## src/sha_pkg.sv

```systemverilog
// Shared constants, types and round functions for the SHA-256 byte stream hasher.
package sha_pkg;

   localparam int WordBits   = 32;
   localparam int BlockWords = 16;
   localparam int ChainWords = 8;
   localparam int RoundCount = 64;

   localparam logic OP_ABSORB = 1'b0;
   localparam logic OP_FINISH = 1'b1;

   typedef logic [WordBits-1:0] word_type;

   function automatic word_type big_sigma0(word_type x);
      return {x[1:0], x[31:2]} ^ {x[12:0], x[31:13]} ^ {x[21:0], x[31:22]};
   endfunction

   function automatic word_type big_sigma1(word_type x);
      return {x[5:0], x[31:6]} ^ {x[10:0], x[31:11]} ^ {x[24:0], x[31:25]};
   endfunction

   function automatic word_type small_sigma0(word_type x);
      return {x[6:0], x[31:7]} ^ {x[17:0], x[31:18]} ^ {3'b000, x[31:3]};
   endfunction

   function automatic word_type small_sigma1(word_type x);
      return {x[16:0], x[31:17]} ^ {x[18:0], x[31:19]} ^ {10'b0, x[31:10]};
   endfunction

   function automatic word_type choose(word_type e, word_type f, word_type g);
      return (e & f) ^ (~e & g);
   endfunction

   function automatic word_type majority(word_type a, word_type b, word_type c);
      return (a & b) ^ (a & c) ^ (b & c);
   endfunction

   function automatic word_type init_hash(logic [2:0] idx);
      word_type h;
      unique case (idx)
         3'd0: h = 32'h6a09e667;
         3'd1: h = 32'hbb67ae85;
         3'd2: h = 32'h3c6ef372;
         3'd3: h = 32'ha54ff53a;
         3'd4: h = 32'h510e527f;
         3'd5: h = 32'h9b05688c;
         3'd6: h = 32'h1f83d9ab;
         3'd7: h = 32'h5be0cd19;
         default: h = 32'h6a09e667;
      endcase
      return h;
   endfunction

   function automatic word_type round_k(logic [5:0] r);
      word_type k;
      unique case (r)
         6'd0:  k = 32'h428a2f98;  6'd1:  k = 32'h71374491;
         6'd2:  k = 32'hb5c0fbcf;  6'd3:  k = 32'he9b5dba5;
         6'd4:  k = 32'h3956c25b;  6'd5:  k = 32'h59f111f1;
         6'd6:  k = 32'h923f82a4;  6'd7:  k = 32'hab1c5ed5;
         6'd8:  k = 32'hd807aa98;  6'd9:  k = 32'h12835b01;
         6'd10: k = 32'h243185be;  6'd11: k = 32'h550c7dc3;
         6'd12: k = 32'h72be5d74;  6'd13: k = 32'h80deb1fe;
         6'd14: k = 32'h9bdc06a7;  6'd15: k = 32'hc19bf174;
         6'd16: k = 32'he49b69c1;  6'd17: k = 32'hefbe4786;
         6'd18: k = 32'h0fc19dc6;  6'd19: k = 32'h240ca1cc;
         6'd20: k = 32'h2de92c6f;  6'd21: k = 32'h4a7484aa;
         6'd22: k = 32'h5cb0a9dc;  6'd23: k = 32'h76f988da;
         6'd24: k = 32'h983e5152;  6'd25: k = 32'ha831c66d;
         6'd26: k = 32'hb00327c8;  6'd27: k = 32'hbf597fc7;
         6'd28: k = 32'hc6e00bf3;  6'd29: k = 32'hd5a79147;
         6'd30: k = 32'h06ca6351;  6'd31: k = 32'h14292967;
         6'd32: k = 32'h27b70a85;  6'd33: k = 32'h2e1b2138;
         6'd34: k = 32'h4d2c6dfc;  6'd35: k = 32'h53380d13;
         6'd36: k = 32'h650a7354;  6'd37: k = 32'h766a0abb;
         6'd38: k = 32'h81c2c92e;  6'd39: k = 32'h92722c85;
         6'd40: k = 32'ha2bfe8a1;  6'd41: k = 32'ha81a664b;
         6'd42: k = 32'hc24b8b70;  6'd43: k = 32'hc76c51a3;
         6'd44: k = 32'hd192e819;  6'd45: k = 32'hd6990624;
         6'd46: k = 32'hf40e3585;  6'd47: k = 32'h106aa070;
         6'd48: k = 32'h19a4c116;  6'd49: k = 32'h1e376c08;
         6'd50: k = 32'h2748774c;  6'd51: k = 32'h34b0bcb5;
         6'd52: k = 32'h391c0cb3;  6'd53: k = 32'h4ed8aa4a;
         6'd54: k = 32'h5b9cca4f;  6'd55: k = 32'h682e6ff3;
         6'd56: k = 32'h748f82ee;  6'd57: k = 32'h78a5636f;
         6'd58: k = 32'h84c87814;  6'd59: k = 32'h8cc70208;
         6'd60: k = 32'h90befffa;  6'd61: k = 32'ha4506ceb;
         6'd62: k = 32'hbef9a3f7;  6'd63: k = 32'hc67178f2;
         default: k = 32'h428a2f98;
      endcase
      return k;
   endfunction

endpackage

```

## src/sha_ram.sv

```systemverilog
// Generic single-write, single-read RAM with a registered read port.
module sha_ram #(
   parameter int WIDTH = 32,
   parameter int DEPTH = 16
) (
   input  logic                     clock,
   input  logic                     wr_en,
   input  logic [$clog2(DEPTH)-1:0] wr_addr,
   input  logic [WIDTH-1:0]         wr_data,
   input  logic [$clog2(DEPTH)-1:0] rd_addr,
   output logic [WIDTH-1:0]         rd_data
);

   logic [WIDTH-1:0] mem_ff [DEPTH];

   always_ff @(posedge clock) begin
      if (wr_en) begin
         mem_ff[wr_addr] <= wr_data;
      end
      rd_data <= mem_ff[rd_addr];
   end

endmodule

```

## src/sha256_byte_stream_hasher.sv

```systemverilog
// SHA-256 hasher that takes a message one byte per beat and returns the digest in eight beats.
//
// The request channel carries one beat per message byte (req_op absorb) or one beat that
// ends the message (req_op finish). The response channel returns the eight digest words,
// word 0 first, with rsp_last_word set on the eighth.
// Every 64th byte starts a compression of the buffered block: the schedule and working
// variables are loaded from the block and chain memories, the rounds run through the
// single round unit, and a read-modify-write pass updates the chain memory; during all
// of this req_ready is low.
// A finish beat writes the padding one byte per cycle (64 minus the fill count), runs one
// compression, or two when the length field does not fit in the current block, and then
// reads the eight digest words out of the chain memory, each through a read and a load state.
// The response sits in an output register; the block stalls only when it has the next digest
// word to hand over before the last is taken, and accepts beats while the final word waits.
// Reset empties the block buffer, clears the bit count and marks every chain memory entry
// as unwritten, so that it reads as the standard initial hash value; no clearing pass runs.
// After the last digest word the chain entries return to that state for the next message.
module sha256_byte_stream_hasher (
   input  logic                    clock,
   input  logic                    reset,
   input  logic                    req_valid,
   output logic                    req_ready,
   input  logic                    req_op,
   input  logic [7:0]              req_byte_value,
   output logic                    rsp_valid,
   input  logic                    rsp_ready,
   output sha_pkg::word_type       rsp_digest_word,
   output logic [2:0]              rsp_word_index,
   output logic                    rsp_last_word
);
   import sha_pkg::*;

   localparam logic [2:0] ST_IDLE    = 3'd0;
   localparam logic [2:0] ST_PAD     = 3'd1;
   localparam logic [2:0] ST_LOAD    = 3'd2;
   localparam logic [2:0] ST_ROUND   = 3'd3;
   localparam logic [2:0] ST_UPDATE  = 3'd4;
   localparam logic [2:0] ST_EMIT_RD = 3'd5;
   localparam logic [2:0] ST_EMIT_LD = 3'd6;

   localparam logic [5:0] FillLast   = 6'd63;
   localparam logic [5:0] LenFirst   = 6'd56;
   localparam logic [5:0] LoadLast   = 6'(BlockWords);
   localparam logic [5:0] RoundLast  = 6'(RoundCount - 1);
   localparam logic [5:0] UpdateLast = 6'(ChainWords);
   localparam logic [5:0] EmitLast   = 6'(ChainWords - 1);
   localparam logic [63:0] BlockBits = 64'd512;

   logic [2:0]  state_ff, state_in;
   logic [5:0]  cnt_ff, cnt_in;
   logic [5:0]  fill_ff, fill_in;
   logic [63:0] total_ff, total_in;
   logic [63:0] len_ff, len_in;
   logic [23:0] acc_ff, acc_in;
   logic        pad_ff, pad_in;
   logic        mark_ff, mark_in;
   logic        extra_ff, extra_in;
   logic [ChainWords-1:0] chain_vld_ff, chain_vld_in;
   logic [2:0]  crd_idx_ff;
   logic        crd_vld_ff;

   word_type    var_ff [ChainWords];
   word_type    var_in [ChainWords];
   word_type    sched_ff [BlockWords];
   word_type    sched_in [BlockWords];

   logic        rsp_valid_ff, rsp_valid_in;
   word_type    rsp_word_ff;
   logic [2:0]  rsp_idx_ff;
   logic        rsp_last_ff;
   logic        rsp_load;

   logic        byte_take;
   logic [7:0]  pad_byte;
   logic [7:0]  in_byte;
   logic        buf_we;
   word_type    buf_wdata;
   word_type    buf_q;
   logic [2:0]  chain_raddr;
   logic        chain_we;
   logic [2:0]  chain_waddr;
   word_type    chain_wdata;
   word_type    chain_ram_q;
   word_type    chain_q;
   word_type    t1;
   word_type    t2;
   word_type    next_w;

   assign req_ready       = (state_ff == ST_IDLE);
   assign rsp_valid       = rsp_valid_ff;
   assign rsp_digest_word = rsp_word_ff;
   assign rsp_word_index  = rsp_idx_ff;
   assign rsp_last_word   = rsp_last_ff;

   always_comb begin
      priority if (!mark_ff) begin
         pad_byte = 8'h80;
      end else if (!extra_ff && fill_ff >= LenFirst) begin
         pad_byte = len_ff[63:56];
      end else begin
         pad_byte = 8'h00;
      end
   end

   assign byte_take = (state_ff == ST_PAD) ||
                      (state_ff == ST_IDLE && req_valid && req_op == OP_ABSORB);
   assign in_byte   = (state_ff == ST_PAD) ? pad_byte : req_byte_value;
   assign buf_we    = byte_take && (fill_ff[1:0] == 2'b11);
   assign buf_wdata = {acc_ff, in_byte};
   assign acc_in    = byte_take ? {acc_ff[15:0], in_byte} : acc_ff;

   sha_ram #(
      .WIDTH(WordBits),
      .DEPTH(BlockWords)
   ) u_block_ram (
      .clock  (clock),
      .wr_en  (buf_we),
      .wr_addr(fill_ff[5:2]),
      .wr_data(buf_wdata),
      .rd_addr(cnt_ff[3:0]),
      .rd_data(buf_q)
   );

   assign chain_raddr = (state_ff == ST_LOAD) ? (3'd7 - cnt_ff[2:0]) : cnt_ff[2:0];
   assign chain_we    = (state_ff == ST_UPDATE) && (cnt_ff != 6'd0);
   assign chain_waddr = cnt_ff[2:0] - 3'd1;
   assign chain_q     = crd_vld_ff ? chain_ram_q : init_hash(crd_idx_ff);
   assign chain_wdata = chain_q + var_ff[0];

   sha_ram #(
      .WIDTH(WordBits),
      .DEPTH(ChainWords)
   ) u_chain_ram (
      .clock  (clock),
      .wr_en  (chain_we),
      .wr_addr(chain_waddr),
      .wr_data(chain_wdata),
      .rd_addr(chain_raddr),
      .rd_data(chain_ram_q)
   );

   assign t1 = var_ff[7] + big_sigma1(var_ff[4]) + choose(var_ff[4], var_ff[5], var_ff[6]) +
               round_k(cnt_ff) + sched_ff[0];
   assign t2 = big_sigma0(var_ff[0]) + majority(var_ff[0], var_ff[1], var_ff[2]);
   assign next_w = small_sigma1(sched_ff[14]) + sched_ff[9] + small_sigma0(sched_ff[1]) +
                   sched_ff[0];

   always_comb begin
      state_in     = state_ff;
      cnt_in       = cnt_ff;
      fill_in      = fill_ff;
      total_in     = total_ff;
      len_in       = len_ff;
      pad_in       = pad_ff;
      mark_in      = mark_ff;
      extra_in     = extra_ff;
      chain_vld_in = chain_vld_ff;
      rsp_load     = 1'b0;

      if (chain_we) begin
         chain_vld_in[chain_waddr] = 1'b1;
      end

      unique case (state_ff)
         ST_IDLE: begin
            if (req_valid) begin
               if (req_op == OP_ABSORB) begin
                  fill_in = fill_ff + 6'd1;
                  if (fill_ff == FillLast) begin
                     total_in = total_ff + BlockBits;
                     cnt_in   = 6'd0;
                     state_in = ST_LOAD;
                  end
               end else begin
                  len_in   = total_ff + {55'd0, fill_ff, 3'b000};
                  pad_in   = 1'b1;
                  mark_in  = 1'b0;
                  extra_in = 1'b0;
                  state_in = ST_PAD;
               end
            end
         end
         ST_PAD: begin
            fill_in = fill_ff + 6'd1;
            if (!mark_ff) begin
               mark_in  = 1'b1;
               extra_in = (fill_ff >= LenFirst);
            end else if (!extra_ff && fill_ff >= LenFirst) begin
               len_in = {len_ff[55:0], 8'h00};
            end
            if (fill_ff == FillLast) begin
               cnt_in   = 6'd0;
               state_in = ST_LOAD;
            end
         end
         ST_LOAD: begin
            cnt_in = cnt_ff + 6'd1;
            if (cnt_ff == LoadLast) begin
               cnt_in   = 6'd0;
               state_in = ST_ROUND;
            end
         end
         ST_ROUND: begin
            cnt_in = cnt_ff + 6'd1;
            if (cnt_ff == RoundLast) begin
               cnt_in   = 6'd0;
               state_in = ST_UPDATE;
            end
         end
         ST_UPDATE: begin
            cnt_in = cnt_ff + 6'd1;
            if (cnt_ff == UpdateLast) begin
               cnt_in = 6'd0;
               priority if (!pad_ff) begin
                  state_in = ST_IDLE;
               end else if (extra_ff) begin
                  extra_in = 1'b0;
                  state_in = ST_PAD;
               end else begin
                  total_in = 64'd0;
                  state_in = ST_EMIT_RD;
               end
            end
         end
         ST_EMIT_RD: begin
            if (!rsp_valid_ff || rsp_ready) begin
               state_in = ST_EMIT_LD;
            end
         end
         ST_EMIT_LD: begin
            rsp_load = 1'b1;
            if (cnt_ff == EmitLast) begin
               cnt_in       = 6'd0;
               pad_in       = 1'b0;
               chain_vld_in = '0;
               state_in     = ST_IDLE;
            end else begin
               cnt_in   = cnt_ff + 6'd1;
               state_in = ST_EMIT_RD;
            end
         end
         default: begin
            state_in = ST_IDLE;
         end
      endcase
   end

   always_comb begin
      rsp_valid_in = rsp_valid_ff;
      if (rsp_valid_ff && rsp_ready) begin
         rsp_valid_in = 1'b0;
      end
      if (rsp_load) begin
         rsp_valid_in = 1'b1;
      end
   end

   always_comb begin
      var_in   = var_ff;
      sched_in = sched_ff;
      unique case (state_ff)
         ST_LOAD: begin
            if (cnt_ff != 6'd0) begin
               for (int i = 0; i < BlockWords - 1; i++) begin
                  sched_in[i] = sched_ff[i+1];
               end
               sched_in[BlockWords-1] = buf_q;
            end
            if (cnt_ff != 6'd0 && cnt_ff <= 6'(ChainWords)) begin
               for (int i = 1; i < ChainWords; i++) begin
                  var_in[i] = var_ff[i-1];
               end
               var_in[0] = chain_q;
            end
         end
         ST_ROUND: begin
            for (int i = 0; i < BlockWords - 1; i++) begin
               sched_in[i] = sched_ff[i+1];
            end
            sched_in[BlockWords-1] = next_w;
            var_in[7] = var_ff[6];
            var_in[6] = var_ff[5];
            var_in[5] = var_ff[4];
            var_in[4] = var_ff[3] + t1;
            var_in[3] = var_ff[2];
            var_in[2] = var_ff[1];
            var_in[1] = var_ff[0];
            var_in[0] = t1 + t2;
         end
         ST_UPDATE: begin
            if (cnt_ff != 6'd0) begin
               for (int i = 0; i < ChainWords - 1; i++) begin
                  var_in[i] = var_ff[i+1];
               end
               var_in[ChainWords-1] = var_ff[0];
            end
         end
         default: begin
         end
      endcase
   end

   always_ff @(posedge clock) begin
      if (reset) begin
         state_ff     <= ST_IDLE;
         cnt_ff       <= 6'd0;
         fill_ff      <= 6'd0;
         total_ff     <= 64'd0;
         pad_ff       <= 1'b0;
         mark_ff      <= 1'b0;
         extra_ff     <= 1'b0;
         chain_vld_ff <= '0;
         crd_vld_ff   <= 1'b0;
         rsp_valid_ff <= 1'b0;
      end else begin
         state_ff     <= state_in;
         cnt_ff       <= cnt_in;
         fill_ff      <= fill_in;
         total_ff     <= total_in;
         pad_ff       <= pad_in;
         mark_ff      <= mark_in;
         extra_ff     <= extra_in;
         chain_vld_ff <= chain_vld_in;
         crd_vld_ff   <= chain_vld_ff[chain_raddr];
         rsp_valid_ff <= rsp_valid_in;
      end
   end

   always_ff @(posedge clock) begin
      len_ff     <= len_in;
      acc_ff     <= acc_in;
      crd_idx_ff <= chain_raddr;
      var_ff     <= var_in;
      sched_ff   <= sched_in;
      if (rsp_load) begin
         rsp_word_ff <= chain_q;
         rsp_idx_ff  <= cnt_ff[2:0];
         rsp_last_ff <= (cnt_ff == EmitLast);
      end
   end

   a_rsp_from_emit: assert property (@(posedge clock) disable iff (reset)
      $rose(rsp_valid_ff) |-> $past(state_ff) == ST_EMIT_LD)
      else $error("Response became valid outside the digest readout.");

   a_no_overwrite: assert property (@(posedge clock) disable iff (reset)
      state_ff == ST_EMIT_LD |-> !rsp_valid_ff)
      else $error("Digest word loaded over a response still waiting.");

   a_full_block: assert property (@(posedge clock) disable iff (reset)
      (state_ff == ST_LOAD && cnt_ff == 6'd0) |-> fill_ff == 6'd0)
      else $error("Compression started on a partial block.");

   a_chain_restart: assert property (@(posedge clock) disable iff (reset)
      (state_ff == ST_EMIT_LD && cnt_ff == EmitLast) |=> chain_vld_ff == '0)
      else $error("Chain state not returned to the initial values after a digest.");

endmodule
```

## config.mk

```make
export PLATFORM = sky130hd
export DESIGN_NAME = sha256_byte_stream_hasher
export DESIGN_NICKNAME = d
export VERILOG_FILES = /design/src/sha_pkg.sv /design/src/sha_ram.sv /design/src/sha256_byte_stream_hasher.sv
export SDC_FILE = /design/constraint.sdc
export NUM_CORES = 2
export LEC_CHECK = 0
export BUFFER_PORTS_ARGS = -buffer_cell sky130_fd_sc_hd__buf_2
export CAP_MARGIN = 40
export CORE_UTILIZATION = 50
export CTS_CLUSTER_SIZE = 24
export DETAILED_ROUTE_END_ITERATION = 8
export PLACE_DENSITY = 0.68
export SLEW_MARGIN = 10
export SYNTH_ARGS = -nofsm -noshare
export SYNTH_HDL_FRONTEND = slang
export SYNTH_SLANG_ARGS = --single-unit
```

## constraint.sdc

```tcl
create_clock -name clock -period 31.5 [get_ports clock]
set_clock_uncertainty 0.2 [all_clocks]
set_input_delay 4.725 -clock clock [delete_from_list [all_inputs] [get_ports clock]]
set_output_delay 4.725 -clock clock [all_outputs]
set_load 0.05 [all_outputs]
```

## Word level (Yosys, flattened, before mapping)

Memory sizes are Yosys's and may differ from the RTL's. A register that Yosys moved wholly into a read port is not among the register bits.
Index checks and enable logic that the tools add are counted.

- Bits in registers: 984
- Latch bits: 0
- RAM bits: 768
- ROM bits: 2296
- Output and inout bits: 38
- Memories: 4

Memory list:

| name | words | bits a word | read ports | clocked after Yosys merged registers in | write ports | line | source |
|---|---|---|---|---|---|---|---|
| (no name shown) | 64 | 32 | 1 | 1 | 0 | sha_pkg.sv:56 | `unique case (r)` |
| u_block_ram.mem_ff | 16 | 32 | 1 | 1 | 1 | sha_ram.sv:14 | `logic [WIDTH-1:0] mem_ff [DEPTH];` |
| u_chain_ram.mem_ff | 8 | 32 | 1 | 1 | 1 | sha_ram.sv:14 |  |
| (no name shown) | 8 | 31 | 1 | 1 | 0 | sha_pkg.sv:40 | `unique case (idx)` |

- Add/sub/neg operators: 17
- Multiply operators: 0
- Divide/modulo/power cells: 0
- Order comparisons: 5
- Eq/ne operators: 29
- Shift-type cells: 0
- Mux-type cells: 71
- Bitwise logic cells: 19
- Reductions and logical operators: 32

Operators by type and width:

| kind | number |
|---|---|
| $pmux 512 s2 | 1 |
| $pmux 256 s3 | 1 |
| $mux 64 | 10 |
| $mux 256 | 2 |
| $mux 512 | 1 |
| $add 32x32->32 | 11 |
| $xor 32x32->32 | 9 |
| $pmux 64 s2 | 2 |
| $and 32x32->32 | 5 |
| $mux 6 | 11 |
| $add 64x10->64 const B | 1 |
| $add 64x9->64 | 1 |
| $mux 8 | 6 |
| $pmux 6 s6 | 1 |
| $mux 3 | 11 |
| $mux 32 | 1 |
| $not 32->32 | 1 |
| $xor 32x22->32 | 1 |
| $xor 32x29->32 | 1 |
| $pmux 3 s7 | 1 |
| $ne 2x2->1 const B | 9 |
| $mux 1 | 17 |
| $ne 2x1->1 const B | 8 |
| $add 6x1->6 const B | 2 |
| other kinds (34) | 59 |

## Logic depth before layout (Yosys ltp)

- Word-level depth: 9
- Mapped depth: 33
- Gate-level depth less buffers: 32

## Cells and area by module

Synthesis repeated with hierarchy kept, for this count alone.

- Cell total of the unflattened synthesis: 6242
- Area, all modules: 85366.9 µm²

By module, submodules not included:

| module | instances | cells an instance | area an instance (µm²) | seq. area each (µm²) |
|---|---|---|---|---|
| sha256_byte_stream_hasher | 1 | 4989 | 55065.3 | 29598.4 |
| sha_ram at u_block_ram | 1 | 838 | 19835.3 | 16015.4 |
| sha_ram at u_chain_ram | 1 | 415 | 10466.3 | 8328.0 |

## Worst setup path after synthesis

No wires, ideal clock.

- Path kind: reg2reg
- Start: register cnt_ff[4]
- End: register sched_ff[0] (netlist name) (enable)
- Data arrival time: 28.007 ns
- Data required time: 29.605 ns
- Path slack: 1.599 ns
- Cell stages (with the launch flop): 4
- Clock period less this slack: 29.901 ns
- Path through: dfxtp_1 clkbuf_2 nor2_1 a31oi_1

- Word-level cells in the longest chain between the ends: 3

RTL lines:

| item | line | source |
|---|---|---|
| start: declaration | sha256_byte_stream_hasher.sv:50 | `logic [5:0] cnt_ff, cnt_in;` |
| start signal: assignment | sha256_byte_stream_hasher.sv:317 | `cnt_ff <= cnt_in;` |
| $reduce_bool 6->1 | sha256_byte_stream_hasher.sv:263 | `if (cnt_ff != 6'd0) begin` |
| $ne 2x1->1 (no source line) | - |  |
| $reduce_and 2->1 (no source line) | - |  |
| end signal: assignment | sha256_byte_stream_hasher.sv:334 | `sched_ff <= sched_in;` |
| end: declaration | sha256_byte_stream_hasher.sv:64 | `word_type sched_ff [BlockWords];` |

No other way between the ends.
A chain may end at the register's enable or synchronous reset.

==> results.json <==
{
  "synthTopCellsByArea": "edfxtp_1 (58%), mux4_2 (5.9%), dfxtp_1 (4.9%), fa_1 (4.4%), nand2_1 (4.4%)",
  "ir_drop_mv": 0.05633,
  "synth_commonest_cells": "edfxtp_1 (1657), nand2_1 (995), inv_1 (431)",
  "nets": 6701,
  "max_slew_margin": 0.2164,
  "holdWs_ps": 170.3,
  "synth_seq_cells": 1866,
  "synth.top_cell.area_share": 0.5813,
  "clkLatencyLatePin_ps": 850,
  "core_sq_um": 169700,
  "fmax_mhz": 108.7,
  "portBuffers": 50,
  "r2r-start": "var_ff[108]$_DFFE_PP_",
  "totalPowerFinal_mw": 4.986,
  "htree_num_levels": 4,
  "critical_path_class": "reg -> reg",
  "final_cells": 8699,
  "setup_ws_ps": 22300,
  "syn2layout_area_growth_pct": 11.12,
  "syn_inst": 6283,
  "routed_wl_um": 220300,
  "drt_iter0_drc": 5526,
  "cp_slowest_cell": "a2111oi_0",
  "ctsResizeCount": 0,
  "die_area_sq_um": 172800,
  "cp-start-kind": "flop",
  "yosysUniqueCellTypes": 93,
  "clockRootBuffer": "clkbuf_16",
  "synthSimpleGateAreaFrac": 0.07813,
  "setup_viol": 0,
  "grt_max_degree": 209,
  "synth_top_family_by_area": "simple AND/OR/NAND/NOR gates",
  "synth_xor_xnor_area_share": 0.04400,
  "drc": 0,
  "antennaDiodeCount": 0,
  "synth_area_sq_um": 85590,
  "post_synth.cell_area_avg_sq_um": 13.62,
  "fp.dieW_um": 415.7,
  "grt_util_all_layers": 0.2533,
  "drv_cap": 0,
  "clk_path_buf_depth": 3,
  "via_per_inst": 5.890,
  "synth-compound-area-share": 0.07236,
  "initial_core_util": 0.5045,
  "yosysWarnings": 0,
  "grt_overflow": 0,
  "post-route-util": 0.5606,
  "fin_area_sq_um": 95110,
  "synth_top_cell_by_area": "edfxtp_1",
  "hp-class": "reg -> reg",
  "dp.cells": 8343,
  "path_max_fanout": 6,
  "status": "finished, final reports clean",
  "max_stage_delay_ps": 770,
  "rows": 151,
  "rr_worst_depth": 29,
  "synthesis.nets": 6669,
  "pin_count": 51,
  "synthMuxAreaShare": 0.06939,
  "period_needed_ps": 9198,
  "drive_above_1_share": 0.1271,
  "hold_path_end": "sched_ff[194]$_DFFE_PP_",
  "cts_tree": "built",
  "final_antenna_net_count": 0,
  "cts.hold.buffers_added": 0,
  "rsz0062_at_grt": "false",
  "timing.rr.end": "var_ff[254]$_DFFE_PP_",
  "dpl_worst_slack_ps": 22580,
  "wl_per_cell_um": 25.32,
  "min_from": "sched_ff[162]$_DFFE_PP_",
  "crit_required_ps": 31820,
  "dp_hpwl_um": 142900,
  "slew_viol_final": 0,
  "p_leak_nw": 33.77,
  "timing.reg2reg.setup_slack_ps": 22300,
  "synth-edff-count": 1657,
  "gp_congestion": 0.9580,
  "cts-buffers-inserted": 187,
  "postPlaceCellArea_sq_um": 88730,
  "die_h_um": 415.7,
  "antenna_found_initial": 6,
  "first_global_vias": 50120,
  "grt_pass1_wl_um": 326000,
  "p_per_area_nw_per_um2": 52.42,
  "async_flop_share": 0,
  "path_clk_slew_ps": 70,
  "synth.most_common_cell": "edfxtp_1",
  "worst_slew_pin_slew_ps": 1175,
  "cpMostUsedCell": "fa_1",
  "critPathArrivalTime_ps": 9520,
  "cts_setup_buffers": 0,
  "ys.flop_type": "edfxtp_1",
  "hold_depth": 0,
  "hold_violations": 0,
  "synthAdderAreaFrac": 0.07242,
  "tns_ps": 0,
  "dr.pass1.iters": 8,
  "vias": 51240,
  "finalCritPeriodShare": 0.2920,
  "synth.yosys.seq_area_share": 0.6302,
  "cts.sinks": 1866,
  "cp-end-kind": "flop"
}
kinds of logic after synthesis:
kind of cell / count (synthesis)
and+or+nand+nor: 1579
DFF: 1866
adders and majority gates: 385
AOI/OAI and AO/OA: 973
buffers and inverters: 747
xor gates and xnor gates: 430
muxes: 303
area by class of cell:
class	instances	area, sq um
clock inverter	127	1389
clock buffer	228	4974
sequential	1866	53950
tap	2218	2775
inverter	435	1638
timing repair buffer	155	1284
fill	13510	74550
multi-input combinational	3670	29090
worst max-delay path, delay by kind of cell (launching register included):
family | cells | cell delay, ps
fa+ha+maj | 7 | 3040
simple gates | 2 | 350
xor+xnor | 4 | 900
flops | 1 | 510
compound gates | 13 | 3710
buf+inv | 3 | 180
worst max path at each step:
stage                           start  slack (ps)               endpoint
2_1_floorplan  cnt_ff[4]$_SDFFE_PP0P_        1600  sched_ff[0]$_DFFE_PP_
3_3_place_gp    var_ff[103]$_DFFE_PP_       22560  var_ff[254]$_DFFE_PP_
3_5_place_dp    var_ff[103]$_DFFE_PP_       22580  var_ff[254]$_DFFE_PP_
4_1_cts         var_ff[108]$_DFFE_PP_       22480  var_ff[254]$_DFFE_PP_
5_1_grt         var_ff[108]$_DFFE_PP_       21870  var_ff[254]$_DFFE_PP_
6_report        var_ff[108]$_DFFE_PP_       22300  var_ff[254]$_DFFE_PP_
where the power goes:
group          switching, mW  internal [mW]
logic                 0.0199        0.00527
clock network          0.997           1.27
registers             0.0113           2.68
total                   1.03           3.96
registers in the layout (all words and copies together) (netlist names), named ones only:
name	count
state_ff	3
mark_ff	1
pad_ff	1
crd_vld_ff	1
rsp_word_index	3
sched_ff	512
acc_ff	24
rsp_digest_word	32
chain_vld_ff	8
len_ff	61
rsp_last_word	1
rsp_valid	1
extra_ff	1
u_chain_ram.mem_ff	256
fill_ff	6
u_block_ram.mem_ff	512
u_chain_ram.rd_data	32
var_ff	256
total_ff	55
u_block_ram.rd_data	32
cnt_ff	6
cells in the final DEF, fill, tap and decap left out, drive strengths merged, types with 14 or more instances in the layout:
| cell type | n |
|---|---|
| xor2 | 164 |
| buf | 155 |
| fa | 188 |
| o21a | 37 |
| nand4 | 20 |
| clkinvlp | 15 |
| nand2b | 34 |
| clkbuf | 228 |
| inv | 441 |
| mux2i | 17 |
| nand3 | 57 |
| nor3 | 59 |
| clkinv | 90 |
| o211ai | 26 |
| o31ai | 16 |
| or3 | 33 |
| nor2b | 26 |
| xnor2 | 266 |
| o21bai | 21 |
| and2 | 21 |
| a22oi | 59 |
| a21o | 71 |
| mux4 | 226 |
| nand2 | 997 |
| a21oi | 215 |
| ha | 185 |
| nor3b | 14 |
| o22ai | 20 |
| edfxtp | 1657 |
| o21ai | 306 |
| mux2 | 60 |
| bufinv | 16 |
| a31oi | 28 |
| a221oi | 15 |
| nor2 | 250 |
| and3 | 30 |
| a211oi | 35 |
| dfxtp | 209 |
metal layers:
| layer | share of wire | wire (um) | up-vias | GRT usage |
|---|---|---|---|---|
| li1 | - | - | 22770 | - |
| met1 | 0.43 | 94520 | 26010 | 0.3659 |
| met2 | 0.47 | 103500 | 2081 | 0.3987 |
| met3 | 0.075 | 16590 | 368 | 0.04059 |
| met4 | 0.026 | 5686 | 2 | 0.07136 |
| met5 | 0.000059 | 13 | - | 0 |
Power figures use the tool's default switching activity.
